## config.mk

```make
export PLATFORM = sky130hd
export DESIGN_NAME = sample_rate_estimator_core
export DESIGN_NICKNAME = d
export VERILOG_FILES = /design/src/srest_pkg.sv /design/src/srest_div.sv /design/src/sample_rate_estimator_core.sv
export SDC_FILE = /design/constraint.sdc
export NUM_CORES = 2
export LEC_CHECK = 0
export ABC_AREA = 1
export BUFFER_PORTS_ARGS = -buffer_cell sky130_fd_sc_hd__buf_4
export CAP_MARGIN = 20
export CORE_MARGIN = 2
export CORE_UTILIZATION = 40
export DETAILED_ROUTE_END_ITERATION = 16
export HOLD_SLACK_MARGIN = 0.06
export PLACE_DENSITY = 0.53
export SYNTH_ARGS = -nofsm -noshare
export SYNTH_HDL_FRONTEND = slang
export SYNTH_SLANG_ARGS = --single-unit
```

## constraint.sdc

```tcl
create_clock -name clk_i -period 13.45 [get_ports clk_i]
set_input_delay 1.345 -clock clk_i [delete_from_list [all_inputs] [get_ports clk_i]]
set_output_delay 1.345 -clock clk_i [all_outputs]
set_load 0.01 [all_outputs]
```

## src/srest_pkg.sv

```systemverilog
package srest_pkg;

  // field widths
  localparam int unsigned DataW  = 32;
  localparam int unsigned CfgIdxW = 2;
  localparam int unsigned StatW  = 2;

  // divider sizing: ds * 1e6 + dt/2 fits in 52 bits
  localparam int unsigned DivW     = 52;
  localparam int unsigned DivSteps = DivW;
  localparam int unsigned DivCntW  = 6;

  // default configuration
  localparam logic [DataW-1:0] DefNominal = 32'd500000;
  localparam logic [DataW-1:0] DefMinRate = 32'd450000;
  localparam logic [DataW-1:0] DefMaxRate = 32'd550000;
  localparam logic [DataW-1:0] DefMinObs  = 32'd5000;
  localparam logic [19:0]      MicroPerUnit = 20'd1000000;

  // register indexes
  localparam logic [CfgIdxW-1:0] RegNominal = 2'd0;
  localparam logic [CfgIdxW-1:0] RegMinRate = 2'd1;
  localparam logic [CfgIdxW-1:0] RegMaxRate = 2'd2;
  localparam logic [CfgIdxW-1:0] RegMinObs  = 2'd3;

  // result status codes
  typedef logic [StatW-1:0] status_t;
  localparam status_t StatAnchored = 2'd0;
  localparam status_t StatWait     = 2'd1;
  localparam status_t StatRange    = 2'd2;
  localparam status_t StatUpdated  = 2'd3;

  // sequencer
  typedef enum logic [4:0] {
    StIdle = 5'b00001,
    StMul  = 5'b00010,
    StLoad = 5'b00100,
    StDiv  = 5'b01000,
    StDone = 5'b10000
  } state_e;

  // divider handshake
  typedef struct packed {
    logic start;
  } div_ctrl_t;

  typedef struct packed {
    logic done;
  } div_stat_t;

endpackage

```

## src/srest_div.sv

```systemverilog
module srest_div (
  input  logic                              clk_i,
  input  logic                              rst_ni,
  input  srest_pkg::div_ctrl_t              ctrl_i,
  input  logic [srest_pkg::DivW-1:0]        dividend_i,
  input  logic [srest_pkg::DataW-1:0]       divisor_i,
  output srest_pkg::div_stat_t              stat_o,
  output logic [srest_pkg::DivW-1:0]        quot_o
);

  logic                              busy_q, busy_d;
  logic                              done_q, done_d;
  logic [srest_pkg::DivCntW-1:0]     cnt_q, cnt_d;
  logic [srest_pkg::DataW-1:0]       rem_q, rem_d;
  logic [srest_pkg::DivW-1:0]        quo_q, quo_d;
  logic [srest_pkg::DataW-1:0]       dvs_q, dvs_d;
  logic [srest_pkg::DataW:0]         rem_sh;
  logic [srest_pkg::DataW:0]         diff;
  logic                              fits;

  // one restoring step per cycle, quotient bits shift in behind the dividend
  assign rem_sh = {rem_q, quo_q[srest_pkg::DivW-1]};
  assign diff   = rem_sh - {1'b0, dvs_q};
  assign fits   = (rem_sh >= {1'b0, dvs_q});

  always_comb begin
    busy_d = busy_q;
    done_d = 1'b0;
    cnt_d  = cnt_q;
    rem_d  = rem_q;
    quo_d  = quo_q;
    dvs_d  = dvs_q;
    if (ctrl_i.start) begin
      busy_d = 1'b1;
      cnt_d  = '0;
      rem_d  = '0;
      quo_d  = dividend_i;
      dvs_d  = divisor_i;
    end else if (busy_q) begin
      rem_d = fits ? diff[srest_pkg::DataW-1:0] : rem_sh[srest_pkg::DataW-1:0];
      quo_d = {quo_q[srest_pkg::DivW-2:0], fits};
      cnt_d = cnt_q + 1'b1;
      if (cnt_q == srest_pkg::DivCntW'(srest_pkg::DivSteps - 1)) begin
        busy_d = 1'b0;
        done_d = 1'b1;
      end
    end
  end

  always_ff @(posedge clk_i or negedge rst_ni) begin
    if (!rst_ni) begin
      busy_q <= 1'b0;
      done_q <= 1'b0;
      cnt_q  <= '0;
    end else begin
      busy_q <= busy_d;
      done_q <= done_d;
      cnt_q  <= cnt_d;
    end
  end

  always_ff @(posedge clk_i) begin
    rem_q <= rem_d;
    quo_q <= quo_d;
    dvs_q <= dvs_d;
  end

  assign stat_o.done = done_q;
  assign quot_o      = quo_q;

endmodule

```

## src/sample_rate_estimator_core.sv

```systemverilog
// sample rate estimator
//
// input stream: one word per observation, sample counter and millisecond
// clock. the first word after reset becomes the anchor; each later word
// measures the wrapped sample and time distance from that anchor and, once
// enough time has passed, forms round(ds * 1e6 / dt) in millihertz. a rate
// inside [min_rate, max_rate] replaces the estimate.
// output stream: exactly one result word per input word, carrying a status
// code, an update flag, the current rate and an estimate-valid flag.
// config port: cfg_we_i writes one of four 32-bit registers; an invalid set
// makes the block use the default set as a whole.
// sequencing: anchor, too-early and zero-distance words go from accept
// straight to the done state; a word that needs a division first passes
// the multiply and load states and the 52-step restoring divider (one
// quotient bit per cycle). input ready drops until the result moves to the
// output register, so no new word is taken while one is in flight.
// reset clears the anchor and the valid flag and loads the default config.
// a stalled output holds its word; the next input word may still be taken
// and worked on, and its result waits in the sequencer until the slot frees.
module sample_rate_estimator_core (
  input  logic                               clk_i,
  input  logic                               rst_ni,
  // config write port
  input  logic                               cfg_we_i,
  input  logic [srest_pkg::CfgIdxW-1:0]      cfg_idx_i,
  input  logic [srest_pkg::DataW-1:0]        cfg_wdata_i,
  // input stream
  input  logic                               s_axis_tvalid,
  output logic                               s_axis_tready,
  input  logic [63:0]                        s_axis_tdata,  // sample_count, time_ms
  // result stream
  output logic                               m_axis_tvalid,
  input  logic                               m_axis_tready,
  output logic [39:0]                        m_axis_tdata   // status, updated, rate_out,
                                                            // valid_out, zero pad
);

  // config registers
  logic [srest_pkg::DataW-1:0] nom_reg_q, lo_reg_q, hi_reg_q, obs_reg_q;

  // effective config, checked as a set
  logic                        cfg_bad;
  logic [srest_pkg::DataW-1:0] eff_nom, eff_lo, eff_hi, eff_obs;

  // sequencer and item state
  srest_pkg::state_e           state_q, state_d;
  logic                        anchored_q;
  logic                        est_ok_q;
  logic [srest_pkg::DataW-1:0] est_q;
  logic [srest_pkg::DataW-1:0] anc_cnt_q, anc_time_q;
  logic [srest_pkg::DataW-1:0] ds_q, dt_q;
  logic [srest_pkg::DataW-1:0] nom_q, lo_q, hi_q;
  logic [srest_pkg::DivW-1:0]  prod_q;
  srest_pkg::status_t          status_q;

  // output register
  logic                        out_valid_q;
  srest_pkg::status_t          out_status_q;
  logic                        out_upd_q;
  logic [srest_pkg::DataW-1:0] out_rate_q;
  logic                        out_vld_q;

  // datapath
  logic [srest_pkg::DataW-1:0] in_cnt, in_time, ds, dt;
  logic                        accept, emit, rate_ok;
  logic [srest_pkg::DivW-1:0]  dividend;
  logic [srest_pkg::DivW-1:0]  quot;
  srest_pkg::div_ctrl_t        div_ctrl;
  srest_pkg::div_stat_t        div_stat;

  assign in_cnt  = s_axis_tdata[31:0];
  assign in_time = s_axis_tdata[63:32];
  assign ds      = in_cnt - anc_cnt_q;
  assign dt      = in_time - anc_time_q;

  assign cfg_bad = (nom_reg_q == '0) || (lo_reg_q == '0) ||
                   (hi_reg_q <= lo_reg_q) || (obs_reg_q == '0);
  assign eff_nom = cfg_bad ? srest_pkg::DefNominal : nom_reg_q;
  assign eff_lo  = cfg_bad ? srest_pkg::DefMinRate : lo_reg_q;
  assign eff_hi  = cfg_bad ? srest_pkg::DefMaxRate : hi_reg_q;
  assign eff_obs = cfg_bad ? srest_pkg::DefMinObs  : obs_reg_q;

  assign s_axis_tready = (state_q == srest_pkg::StIdle);
  assign accept        = s_axis_tvalid && s_axis_tready;
  // result leaves the sequencer once the output slot is free or draining
  assign emit          = (state_q == srest_pkg::StDone) && (!out_valid_q || m_axis_tready);

  // rounding term added on the way into the divider
  assign dividend    = prod_q + srest_pkg::DivW'(dt_q[srest_pkg::DataW-1:1]);
  assign div_ctrl.start = (state_q == srest_pkg::StLoad);

  // quotient wider than 32 bits is out of range, never truncated
  assign rate_ok = (quot[srest_pkg::DivW-1:srest_pkg::DataW] == '0) &&
                   (quot[srest_pkg::DataW-1:0] >= lo_q) &&
                   (quot[srest_pkg::DataW-1:0] <= hi_q);

  srest_div u_div (
    .clk_i      (clk_i),
    .rst_ni     (rst_ni),
    .ctrl_i     (div_ctrl),
    .dividend_i (dividend),
    .divisor_i  (dt_q),
    .stat_o     (div_stat),
    .quot_o     (quot)
  );

  always_comb begin
    state_d = state_q;
    case (state_q)
      srest_pkg::StIdle: begin
        if (accept) begin
          if (!anchored_q || ds == '0 || dt < eff_obs) begin
            state_d = srest_pkg::StDone;
          end else begin
            state_d = srest_pkg::StMul;
          end
        end
      end
      srest_pkg::StMul:  state_d = srest_pkg::StLoad;
      srest_pkg::StLoad: state_d = srest_pkg::StDiv;
      srest_pkg::StDiv: begin
        if (div_stat.done) begin
          state_d = srest_pkg::StDone;
        end
      end
      srest_pkg::StDone: begin
        if (emit) begin
          state_d = srest_pkg::StIdle;
        end
      end
      default: state_d = srest_pkg::StIdle;
    endcase
  end

  // control state
  always_ff @(posedge clk_i or negedge rst_ni) begin
    if (!rst_ni) begin
      state_q     <= srest_pkg::StIdle;
      anchored_q  <= 1'b0;
      est_ok_q    <= 1'b0;
      anc_cnt_q   <= '0;
      anc_time_q  <= '0;
      out_valid_q <= 1'b0;
      nom_reg_q   <= srest_pkg::DefNominal;
      lo_reg_q    <= srest_pkg::DefMinRate;
      hi_reg_q    <= srest_pkg::DefMaxRate;
      obs_reg_q   <= srest_pkg::DefMinObs;
    end else begin
      state_q <= state_d;
      if (cfg_we_i) begin
        case (cfg_idx_i)
          srest_pkg::RegNominal: nom_reg_q <= cfg_wdata_i;
          srest_pkg::RegMinRate: lo_reg_q  <= cfg_wdata_i;
          srest_pkg::RegMaxRate: hi_reg_q  <= cfg_wdata_i;
          srest_pkg::RegMinObs:  obs_reg_q <= cfg_wdata_i;
          default: ;
        endcase
      end
      if (accept && !anchored_q) begin
        anchored_q <= 1'b1;
        anc_cnt_q  <= in_cnt;
        anc_time_q <= in_time;
      end
      if (state_q == srest_pkg::StDiv && div_stat.done && rate_ok) begin
        est_ok_q <= 1'b1;
      end
      if (emit) begin
        out_valid_q <= 1'b1;
      end else if (m_axis_tready) begin
        out_valid_q <= 1'b0;
      end
    end
  end

  // payload
  always_ff @(posedge clk_i) begin
    if (accept) begin
      ds_q  <= ds;
      dt_q  <= dt;
      nom_q <= eff_nom;
      lo_q  <= eff_lo;
      hi_q  <= eff_hi;
      if (!anchored_q) begin
        status_q <= srest_pkg::StatAnchored;
      end else begin
        status_q <= srest_pkg::StatWait;
      end
    end
    if (state_q == srest_pkg::StMul) begin
      prod_q <= srest_pkg::DivW'(ds_q) * srest_pkg::DivW'(srest_pkg::MicroPerUnit);
    end
    if (state_q == srest_pkg::StDiv && div_stat.done) begin
      if (rate_ok) begin
        est_q    <= quot[srest_pkg::DataW-1:0];
        status_q <= srest_pkg::StatUpdated;
      end else begin
        status_q <= srest_pkg::StatRange;
      end
    end
    if (emit) begin
      out_status_q <= status_q;
      out_upd_q    <= (status_q == srest_pkg::StatUpdated);
      out_rate_q   <= est_ok_q ? est_q : nom_q;
      out_vld_q    <= est_ok_q;
    end
  end

  assign m_axis_tvalid = out_valid_q;
  assign m_axis_tdata  = {4'b0, out_vld_q, out_rate_q, out_upd_q, out_status_q};

endmodule
```

### Word level (Yosys, flattened, before mapping)

Cells that the tools add are included.

* add/subtract/negate cells: 5
* multipliers: 1
* magnitude comparators: 5
* eq/ne operators: 13
* mux-type cells: 24
* reduce and logical (&&, ||, !) cells: 30

Operators with widths (number)
* 32-bit logical NOT: 4
* 52-bit two-way mux: 2
* 32-bit two-way mux: 3
* 32-bit subtractor: 3
* 32-bit less-or-equal comparator: 2
* 52-bit by 31-bit adder with 52-bit output: 1
* 32-bit by 14-bit multiplier with 46-bit output, second input constant: 1
* 33-bit by 32-bit greater-or-equal comparator with 1-bit output: 1
* 32-bit greater-or-equal comparator: 1
* 32-bit < comparator: 1
* 5-bit one-hot mux with 5 select lines: 1
* 20-bit logical NOT: 1
* 5-bit two-way mux: 4
* 6-bit two-way mux: 2
* 1-bit two-way mux: 10
* 2-bit AND reduction: 5
* 1-bit logical AND: 7
* 6-bit by 1-bit adder with 6-bit output, second input constant: 1
* 2-bit == test, second input constant: 3
* 6-bit == test, second input constant: 1
* 1-bit logical OR: 6
* 2-bit nonzero test: 3
* 5-bit by 1-bit == test with 1-bit output, second input constant: 1
* 5-bit by 2-bit == test with 1-bit output, second input constant: 1
* other kinds (10): 13

* bits in registers: 600
* bits of input ports: 103
* output and inout port bits: 42
* logic and storage cells: 106

### Longest topological paths before layout

* word-level depth: 10
* gate-level depth with buffers: 31
* depth with buffers taken out: 30

### Hierarchy

Synthesis repeated with hierarchy kept, for this count alone.

* cell total of the unflattened synthesis: 4735
* area, all modules: 40676.5 um^2

By module, submodules not included
* sample_rate_estimator_core: times used 1, cells an instance 3645, area an instance 32914.1 um^2, seq. area each 13331.5 um^2
* srest_div: times used 1, cells an instance 1090, area an instance 7762.4 um^2, seq. area each 3363.2 um^2

### Worst setup path after synthesis

OpenSTA, ideal clock, no wires.

* path kind: reg-to-reg
* start: register ds_q[7] (netlist name)
* end: register prod_q[50] (netlist name), data pin
* arrival: 5.113 ns
* path slack: 8.075 ns
* cell stages (with the launch flop): 24
* buffers on the path: 0
* cell sequence: edfxtp_1 inv_1 fa_1 fa_1 inv_1 fa_1 fa_1 ha_1 inv_1 fa_1 inv_1 ha_1 a21oi_1 inv_1 nor2_1 a21bo_2 nand3_1 nand2_1 a21oi_1 o21ai_0 nand2_1 o211ai_1 a21oi_1 xor2_1

* cells in the longest elaborated chain, start to end: 1

Ends and longest elaborated chain
* start, declared: line sample_rate_estimator_core.sv:51 `logic [srest_pkg::DataW-1:0] ds_q, dt_q;`
* start signal, assigned: line sample_rate_estimator_core.sv:178 `ds_q <= ds;`
* 32-bit by 14-bit multiplier with 46-bit output: line sample_rate_estimator_core.sv:190 `prod_q <= srest_pkg::DivW'(ds_q) * srest_pkg::DivW'(srest_pkg::MicroPerUnit);`
* end signal, assigned: line sample_rate_estimator_core.sv:190
* end, declared: line sample_rate_estimator_core.sv:53 `logic [srest_pkg::DivW-1:0] prod_q;`

Every way passes these cells.
A chain may end at the register's enable or synchronous reset.

### Final worst setup path

* start: register ds_q[3] (netlist name)
* end: register prod_q[50] (netlist name), data pin

Same word-level chain as after synthesis.

==> out/results.txt <==
Buffers on Ports: 140
core area: 98,000 µm²
row count: 115
CTS tree: yes
post-synthesis cell type count: 70
final RePlAce weighted congestion: 0.881
Worst Min Path Start: dt_q[0]
Vias: 29,200
met1 wire length: 52,300 µm
Die W: 318 µm
vias per inst: 4.98
DP Area: 41,900 µm²
Critical Path AT: 6.34 ns
DRC Markers: 0
Slowest Stage Delay on Critical Path: 0.55 ns
Wirelength per Cell: 18.0 µm
H-tree depth: 3
Cell Count, Final, Fillers Out: 5,858
largest net degree at the start of global routing: 125
fin nets: 5,151
grt total ovfl: 0
HP Class: reg2reg
status: finished, final reports clean
top cells by area, synth: edfxtp_1, ha_1, dfrtp_1
commonest non-fill, non-tap cell in the layout: nand2_1
synth warn: 0
Filler cells: 9,668
Pre-antenna DRT Iters: 6
Post-synth EDFFs: 360
antenna violations before repair: 8
vias in the first global route: 29,200
latest clock arrival within the worst-skew pair: 0.65 ns
final setup violation count: 0
post-synthesis sequential area ratio: 42.3%
clock slew at reported path FFs: 0.07 ns
root buffer cell: clkbuf_16
Top Ports: 145
Final HPWL DP: 82,800 µm
critical path peak fanout: 6
share of layout cells above drive strength 1: 8.38%
metal3 WL: 5210 µm
First DRT Iteration DRCs: 2,033
CP most frequent cell: fa_1
Fmax: 0.168 GHz
Tcrit/Tclk final: 44.2%
most frequent cells in the layout: nand2_1, inv_1, ha_1
All-Layer GR Usage: 21.1%
CTS buffer count: 73
Critical Path RT: 13.84 ns
Post-CTS Resized: 0
die area: 101,000 µm²
crit-path cells: inv_1, fa_1, fa_1, inv_1, fa_1, fa_1, ha_1, inv_1, fa_1, inv_1, ha_1, a21oi_1, o21ai_0, a21bo_2, nand3_1, nand2_1, a21oi_1, o21ai_0, nand2_1, o211ai_1, a21oi_1, xor2_1
Final ANT Viol Nets: 0
starting density of the core: 40.2%
final instance area: 44,400 µm²
Netlist Area Pre-Place: 39,400 µm²
max layer used: met4
Crit. Startpoint: ds_q[3]
max-slew violations: 0
Avg Synthesized Cell Area: 9.05 µm²
crit path kind: reg2reg
DR WL met2: 46,000 µm
top cell type's share of synthesized area: 27.4%
setup_tns: 0 ns
Setup Fix Bufs, Post-CTS: 0
Clock Sinks: 600
Buf/Inv on CP: 4
final WL: 105,000 µm
Post-Synthesis Cells: 4,356
Max Cap Viol: 0
Worst setup EP type: flip-flop
Post-synth top flop: edfxtp_1
Slowest cell on crit path: fa_1
Placed Instances: 5,718
Tightest Pin Transition: 1.05 ns
final hold vios: 0
die extent in y: 318 µm
first-pass GRT wire length: 167,000 µm
R2R Path Start: ds_q[3]
Tmin final: 5.94 ns
post-synth top area cell: edfxtp_1
ys async rst share: 34.7%
clk buf depth: 3
Largest register FFs: 52
clk_skew: 0.0301 ns
Max-slew headroom: 29.5%
Largest delay share family, worst path: adder cells
Yosys reg bits: 600
Post-CTS Hold Fix Bufs: 0
Syn-to-layout area delta: 12.6%
RSZ-0062 raised after global routing: no
Startpoint Class: flip-flop
## final cells by class
cell class	count	area (µm²)	share of cell area (%)
clock buffer	109	2070	4.67
timing repair buffer	163	1280	2.88
clock inverter	27	328	0.739
inverter	712	2680	6.03
multi-input combinational	2959	19700	44.4
tap	1287	1610	3.63
sequential	600	16700	37.6
antenna	1	2.50	0.00564
## synth_stat cells (41+ instances only)
| cell | count |
|---|---|
| inv_1 | 706 |
| nor2_1 | 371 |
| fa_1 | 139 |
| clkbuf_1 | 61 |
| xnor2_1 | 58 |
| nor3_1 | 46 |
| nand2_1 | 883 |
| nand4_1 | 41 |
| ha_1 | 400 |
| dfrtp_1 | 177 |
| edfxtp_1 | 360 |
| o21ai_0 | 269 |
| xor2_1 | 102 |
| a21oi_1 | 304 |
| nand3_1 | 87 |
## kinds of logic (layout without fill, tap and decap cells)
| group | after synthesis | after routing | share of synthesized area [%] |
|---|---|---|---|
| other | 1 | 5 | 0.00951 |
| multiplexers | 2 | 2 | 0.0571 |
| adder cells (fa/ha/maj) | 539 | 539 | 19.8 |
| XOR/XNOR | 162 | 162 | 3.64 |
| AND/OR/NAND/NOR | 1492 | 1492 | 15.4 |
| AO/OA/AOI/OAI | 760 | 760 | 11.0 |
| buffers and inverters | 800 | 1011 | 7.79 |
| flip-flops | 600 | 600 | 42.3 |
## stage by stage
step	utilization, %	setup WS (ns)	hold slack, ns
4_1_cts	45.2	7.53	0.425
2_1_floorplan	-	8.08	0.400
5_1_grt	45.3	7.07	0.454
6_report	45.3	7.51	0.423
3_3_place_gp	42.8	7.62	0.432
3_5_place_dp	42.8	7.56	0.411
## metal layers
layer | vias to the layer above | GRT usage (%)
li1 | 14700 | -
met1 | 13800 | 31.3
met2 | 600 | 32.7
met3 | 123 | 3.03
met4 | 0 | 4.68
met5 | - | 0
## worst paths after layout
kind                                  end  slack, ns  depth (start not counted)
max reg2reg                    prod_q[50]       7.51                         22
max in group asynchronous   anc_cnt_q[22]      10.67                          3
max                            prod_q[50]       7.51                         22
min in group asynchronous   anc_time_q[2]       0.70                          1
min reg2reg                u_div.dvs_q[0]       0.42                          0
min                        u_div.dvs_q[0]       0.42                          0
Power is left out: the tool's default activity adds up to more than one toggle a clock period on the data nets, which glitch-free logic cannot reach.
